--- src/rtl/core/qbpg_ram.sv ---
// Generic single-write, single-read RAM with registered read data.
// No dependencies.
module qbpg_ram #(
  parameter int unsigned Width = 32,
  parameter int unsigned Depth = 64
) (
  input  logic                     clk_i,
  input  logic                     we_i,
  input  logic [$clog2(Depth)-1:0] waddr_i,
  input  logic [Width-1:0]         wdata_i,
  input  logic [$clog2(Depth)-1:0] raddr_i,
  output logic [Width-1:0]         rdata_o
);

  logic [Width-1:0] mem_q [Depth];

  always_ff @(posedge clk_i) begin
    if (we_i) begin
      mem_q[waddr_i] <= wdata_i;
    end
    rdata_o <= mem_q[raddr_i];
  end

endmodule

--- config.mk ---
export PLATFORM = sky130hd
export DESIGN_NAME = qbpg_ram
export DESIGN_NICKNAME = d
export VERILOG_FILES = /design/src/rtl/core/qbpg_ram.sv
export SDC_FILE = /design/constraint.sdc
export NUM_CORES = 2
export LEC_CHECK = 0
export BUFFER_PORTS_ARGS = -buffer_cell sky130_fd_sc_hd__buf_2
export CAP_MARGIN = 30
export CORE_MARGIN = 8
export CORE_UTILIZATION = 40
export CTS_BUF_LIST = sky130_fd_sc_hd__clkbuf_8
export DETAILED_ROUTE_END_ITERATION = 8
export PLACE_DENSITY_LB_ADDON = 0.1
export RECOVER_POWER = 100
export SYNTH_ARGS = -nofsm -noshare
export SYNTH_HDL_FRONTEND = slang
export SYNTH_SLANG_ARGS = --single-unit
export TNS_END_PERCENT = 100
--- constraint.sdc ---
create_clock -name clk_i -period 4.7 [get_ports clk_i]
set_clock_uncertainty 0.05 [all_clocks]
set_input_delay 1.41 -clock clk_i [delete_from_list [all_inputs] [get_ports clk_i]]
set_output_delay 1.41 -clock clk_i [all_outputs]
set_load 0.02 [all_outputs]
# Word level (Yosys, flattened, before mapping)
# Memories as Yosys holds them, arrays and structs flattened. A register that Yosys moved wholly into a read port is not among the register bits.
# Cells that the tools add are included.
dict set report op_classes {
  addsub 0
  n_shift 0
  n_eq_ne 0
  mul 0
  n_bitwise 0
  reduce_logical 0
  n_div 0
  muxes 2
  order_cmp 0
}
# op count
set op_table {}
lappend op_table {{$mux 1} 2}
dict set report totals {
  output_inout_bits 32
  mem_bits_rw 2048
  wordCells 3
  romBits 0
  ff_bits 0
  n_memories 1
  inputBits 46
  latchBits 0
}
# memory depth width read_ports rd_clocked_by_memory_dff wr line_no
set mem_list {}
lappend mem_list {mem_q 64 32 1 1 1 15} ;# logic [Width-1:0] mem_q [Depth];

# Longest topological paths before layout
dict set report depth {
  depth_word 2
  depth_mapped 10
  depth_no_buf 5
}

# Least setup slack after synthesis
# OpenSTA, ideal clock, no wires.
dict set report synth_path {
  path_kind {input to register}
  from {input port waddr_i[3]}
  to {memory mem_q[48][0] (enable)}
  setup_time_ns 0.461
  n_path_buf 1
  path_slack_ns 0.080
  required_time_ns 4.189
  stages 4
  arrival_time_ns 4.109
  cell_sequence {clkbuf_1 > nor2b_1 > nand4b_1 > nor3_1}
}
# item line_no
set synth_lines {}
lappend synth_lines {{from (decl)} 9} ;# input logic [$clog2(Depth)-1:0] waddr_i,
lappend synth_lines {{to (decl)} 15}
# Straight into the memory's write port.

# Final worst setup path
dict set report layout_path {
  from {input port we_i}
  to {memory mem_q[53][25] (enable)}
}
dict set report layout_via {
  elab_chain_len 2
}
# item line_no
set layout_lines {}
lappend layout_lines {{from (decl)} 8} ;# input logic we_i,
lappend layout_lines {{$mux 1} 18} ;# if (we_i) begin
lappend layout_lines {{$mux 1 (not written as such)} 19} ;# mem_q[waddr_i] <= wdata_i;
# Every way passes these cells.

==> impl_metrics.csv <==
group,metric,value,unit
logic_synthesis,synth_enable_flop_cells,2048,
logic_synthesis,muxShareOfSynthArea,16.8,%
clocking,postCtsSetupBuffers,0,
setup_path,worst_r2r_path_depth,4,
floorplanning,core_area,0.195,mm2
timing,slew_violations,2773,
timing,setup_slack,0.534,ns
clocking,clk_latency,1.07,ns
status,violations,"max-capacitance violations, max-slew violations",
setup_path,cp.arrival,4.67,ns
job,drv_cap,91,
logic_synthesis,synth-seq-cells,2080,
grt,grt_pass1_vias,39900,
grt,grt_overflow,0,
logic_synthesis,synthTopCellsByArea,"edfxtp_1 (78%), mux4_2 (16%), mux2i_1 (1.2%), dfxtp_1 (0.82%), o22ai_1 (0.67%)",
setup_path,path_class,"input port to flip-flop",
logic_synthesis,synthAdderAreaFrac,0,%
clocking,numCtsBuffers,350,
timing,rsz0062_at_grt,"no",
clocking,post_cts_resize_count,0,
logic_synthesis,synth_area,0.0785,mm2
floorplanning,die_y,459,um
status,status,"complete, but fails checks",
grt,antenna_found_initial,25,
grt,gr-usage-met3,4.79,%
timing,setup_tns,0,ns
setup_path,crit_path_cell_trace,"clkbuf_1 > nor2b_1 > nand4_1 > nor2_4 > clkbuf_1",
logic_synthesis,yosysUniqueCellTypes,34,
floorplanning,rows,162,
detailed_routing,detail_route.first_pass.iterations,7,
clocking,h-tree-depth,5,
grt,grt_usage,21.5,%
logic_synthesis,synthFlopType,"edfxtp_1",
detailed_routing,post-route-drc-count,0,
logic_synthesis,synth_top_family_by_area,"multiplexers",
place,dpl.hpwl,132000,um
cells_and_area,drive_gt1_share,29.1,%
place,gp_congestion,0.775,
logic_synthesis,synthesis.nets,3370,
clocking,cts.path.max_buffers,4,
floorplanning,dieArea,0.211,mm2
logic_synthesis,yosys_warnings,0,
timing,slew_headroom,-125,%
detailed_routing,drt_iter0_drc,4062,
setup_path,required,5.20,ns
clocking,clockRootBuffer,"clkbuf_8",
clocking,clk_pin_slew,0.06,ns
logic_synthesis,synth.avg_cell_area,23.6,um2
grt,grt_first_pass_wirelength,315000,um
place,port_buffers,77,
floorplanning,io_pins,78,
logic_synthesis,syn_inst,3324,
timing,worst_pin_slew,3.38,ns
cells_and_area,seq_area,0.0621,mm2
logic_synthesis,yosysTopAreaCell,"edfxtp_1",
setup_path,crit_fanout,32,
setup_path,end_kind,"flip-flop",
logic_synthesis,synth-xor-area-share,0,%
power_and_ir_drop,cellPowerDensity,417,mW/mm2
min_path,min_delay_path_depth,1,
logic_synthesis,ys_seq_area_share,79.1,%
grt,grt_max_degree,62,
timing,final.period_utilization,88.6,%
floorplanning,die_width,459,um
cells_and_area,nets,3878,
timing,fin_crit,4.17,ns
detailed_routing,ant_nets,0,
detailed_routing,vias_per_cell,5.70,
floorplanning,initial_core_util,40.3,%
detailed_routing,drt_wl_total,229000,um
cells_and_area,multi_input_area,0.0158,mm2
setup_path,crit_top_cell,"clkbuf_1",
setup_path,worstPathBufferInverterCount,2,
clocking,cts_tree,"done",
timing,finalSetupViolations,0,
detailed_routing,vias,38300,
setup_path,critPathLaunchType,"input port",
timing,finalHoldViolCount,0,
logic_synthesis,async_flop_share,0,%
detailed_routing,wire_per_inst,34.0,um
min_path,holdCritPathClass,"input port to flip-flop",
cells_and_area,syn_to_final_growth,14.3,%
timing,max_freq,240,MHz
place,dp_slack,0.151,ns
grt,top_usage_layer,"met2",
power_and_ir_drop,cellLeakagePower,28.2,nW
setup_path,critPathMaxStageDelay,2.31,ns
setup_path,path_depth,5,
logic_synthesis,synth_simple_gate_area_share,1.27,%
setup_path,cp_slowest_cell,"clkbuf_1",
setup_path,path_delay_family,"buffers and inverters",
logic_synthesis,yosys.area.top_type_share,78.3,%
clocking,cts_hold_buf,0,
logic_synthesis,synth_compound_area_share,1.67,%
logic_synthesis,yosysMostFrequentCell,"edfxtp_1",
grt,gr-usage-met1,29.7,%
power_and_ir_drop,vdd_drop_max,312,uV
cells_and_area,n_fill_cell,16300,
timing,hold_ws,0.693,ns
grt,use_met2,34.3,%
clocking,cts.sinks,2080,
logic_synthesis,ys_top_cells_by_count,"edfxtp_1 (2048), mux4_2 (544), nor2_1 (137), mux2i_1 (93), o22ai_1 (84)",
[routing by layer]
metal  share of wire, %  wire length [um]  up-vias
met5             0.0035                 8        -
met4                2.7              6290        2
met3                7.9             18000      316
met2                 48            110000     1584
met1                 41             94600    21100
li1                   -                 -    15400
[layout by cell type (no fill, tap or decap), types with 34 or more instances in the layout]
cell / n
a21oi_1: 62
buf_4: 101
clkbuf_1: 158
clkbuf_2: 35
clkbuf_8: 373
clkinv_1: 85
clkinv_2: 34
edfxtp_1: 2048
inv_1: 98
mux2i_1: 93
mux4_2: 544
nor2_1: 94
nor2_4: 43
o22ai_1: 84
[layout make-up]
type / instances / area share, %
Clock inverter: 233 / 1.27
Tap cell: 2624 / 3.66
Clock buffer: 373 / 5.72
Sequential cell: 2080 / 69.2
Timing Repair Buffer: 338 / 2.47
Multi-Input combinational cell: 1062 / 17.6
Antenna cell: 13 / 0.0362
[registers in the layout (all words and copies together), names as in the netlist]
| signal | cells |
|---|---|
| mem_q | 2048 |
| rdata_o | 32 |
[through the flow]
step / total power, mW / utilization [%] / instance area (um2) / std cells
3_3_place_gp: 23.2 / 43.3 / 84400 / 6090
3_5_place_dp: 23.2 / 43.3 / 84500 / 6097
6_report: 37.5 / 46.0 / 89800 / 6723
5_1_grt: 38.7 / 46.0 / 89700 / 6716
2_1_floorplan: 22.0 / - / 78500 / 3324
4_1_cts: 37.9 / 46.6 / 90800 / 6703
[cells by family (layout without fill, tap and decap cells)]
kind of cell	count (synthesis)	count (layout)
DFF	2080	2080
muxes	637	637
and+or+nand+nor	223	223
AOI/OAI and AO/OA	202	202
buffers and inverters	182	944
other	0	13
[power breakdown]
group	total, mW	switching [mW]	internal, mW	leakage, nW
sequential	20.7	0.0966	20.6	18.7
clock	14.7	7.03	7.67	3.59
combinational	2.09	1.36	0.731	5.96
total	37.5	8.49	29.0	28.2
[path summary, 6_finish.rpt]
| kind | start | endpoint | slack [ns] |
|---|---|---|---|
| setup reg to reg | mem_q[63][5]$_DFFE_PP_ | rdata_o[5]$_DFF_P_ | 2.20 |
| hold / removal | wdata_i[21] | mem_q[52][21]$_DFFE_PP_ | 0.69 |
| setup / recovery | we_i | mem_q[53][25]$_DFFE_PP_ | 0.53 |
| hold reg to reg | mem_q[12][8]$_DFFE_PP_ | rdata_o[8]$_DFF_P_ | 0.87 |
No activity file was read; power rests on OpenSTA's default activity.
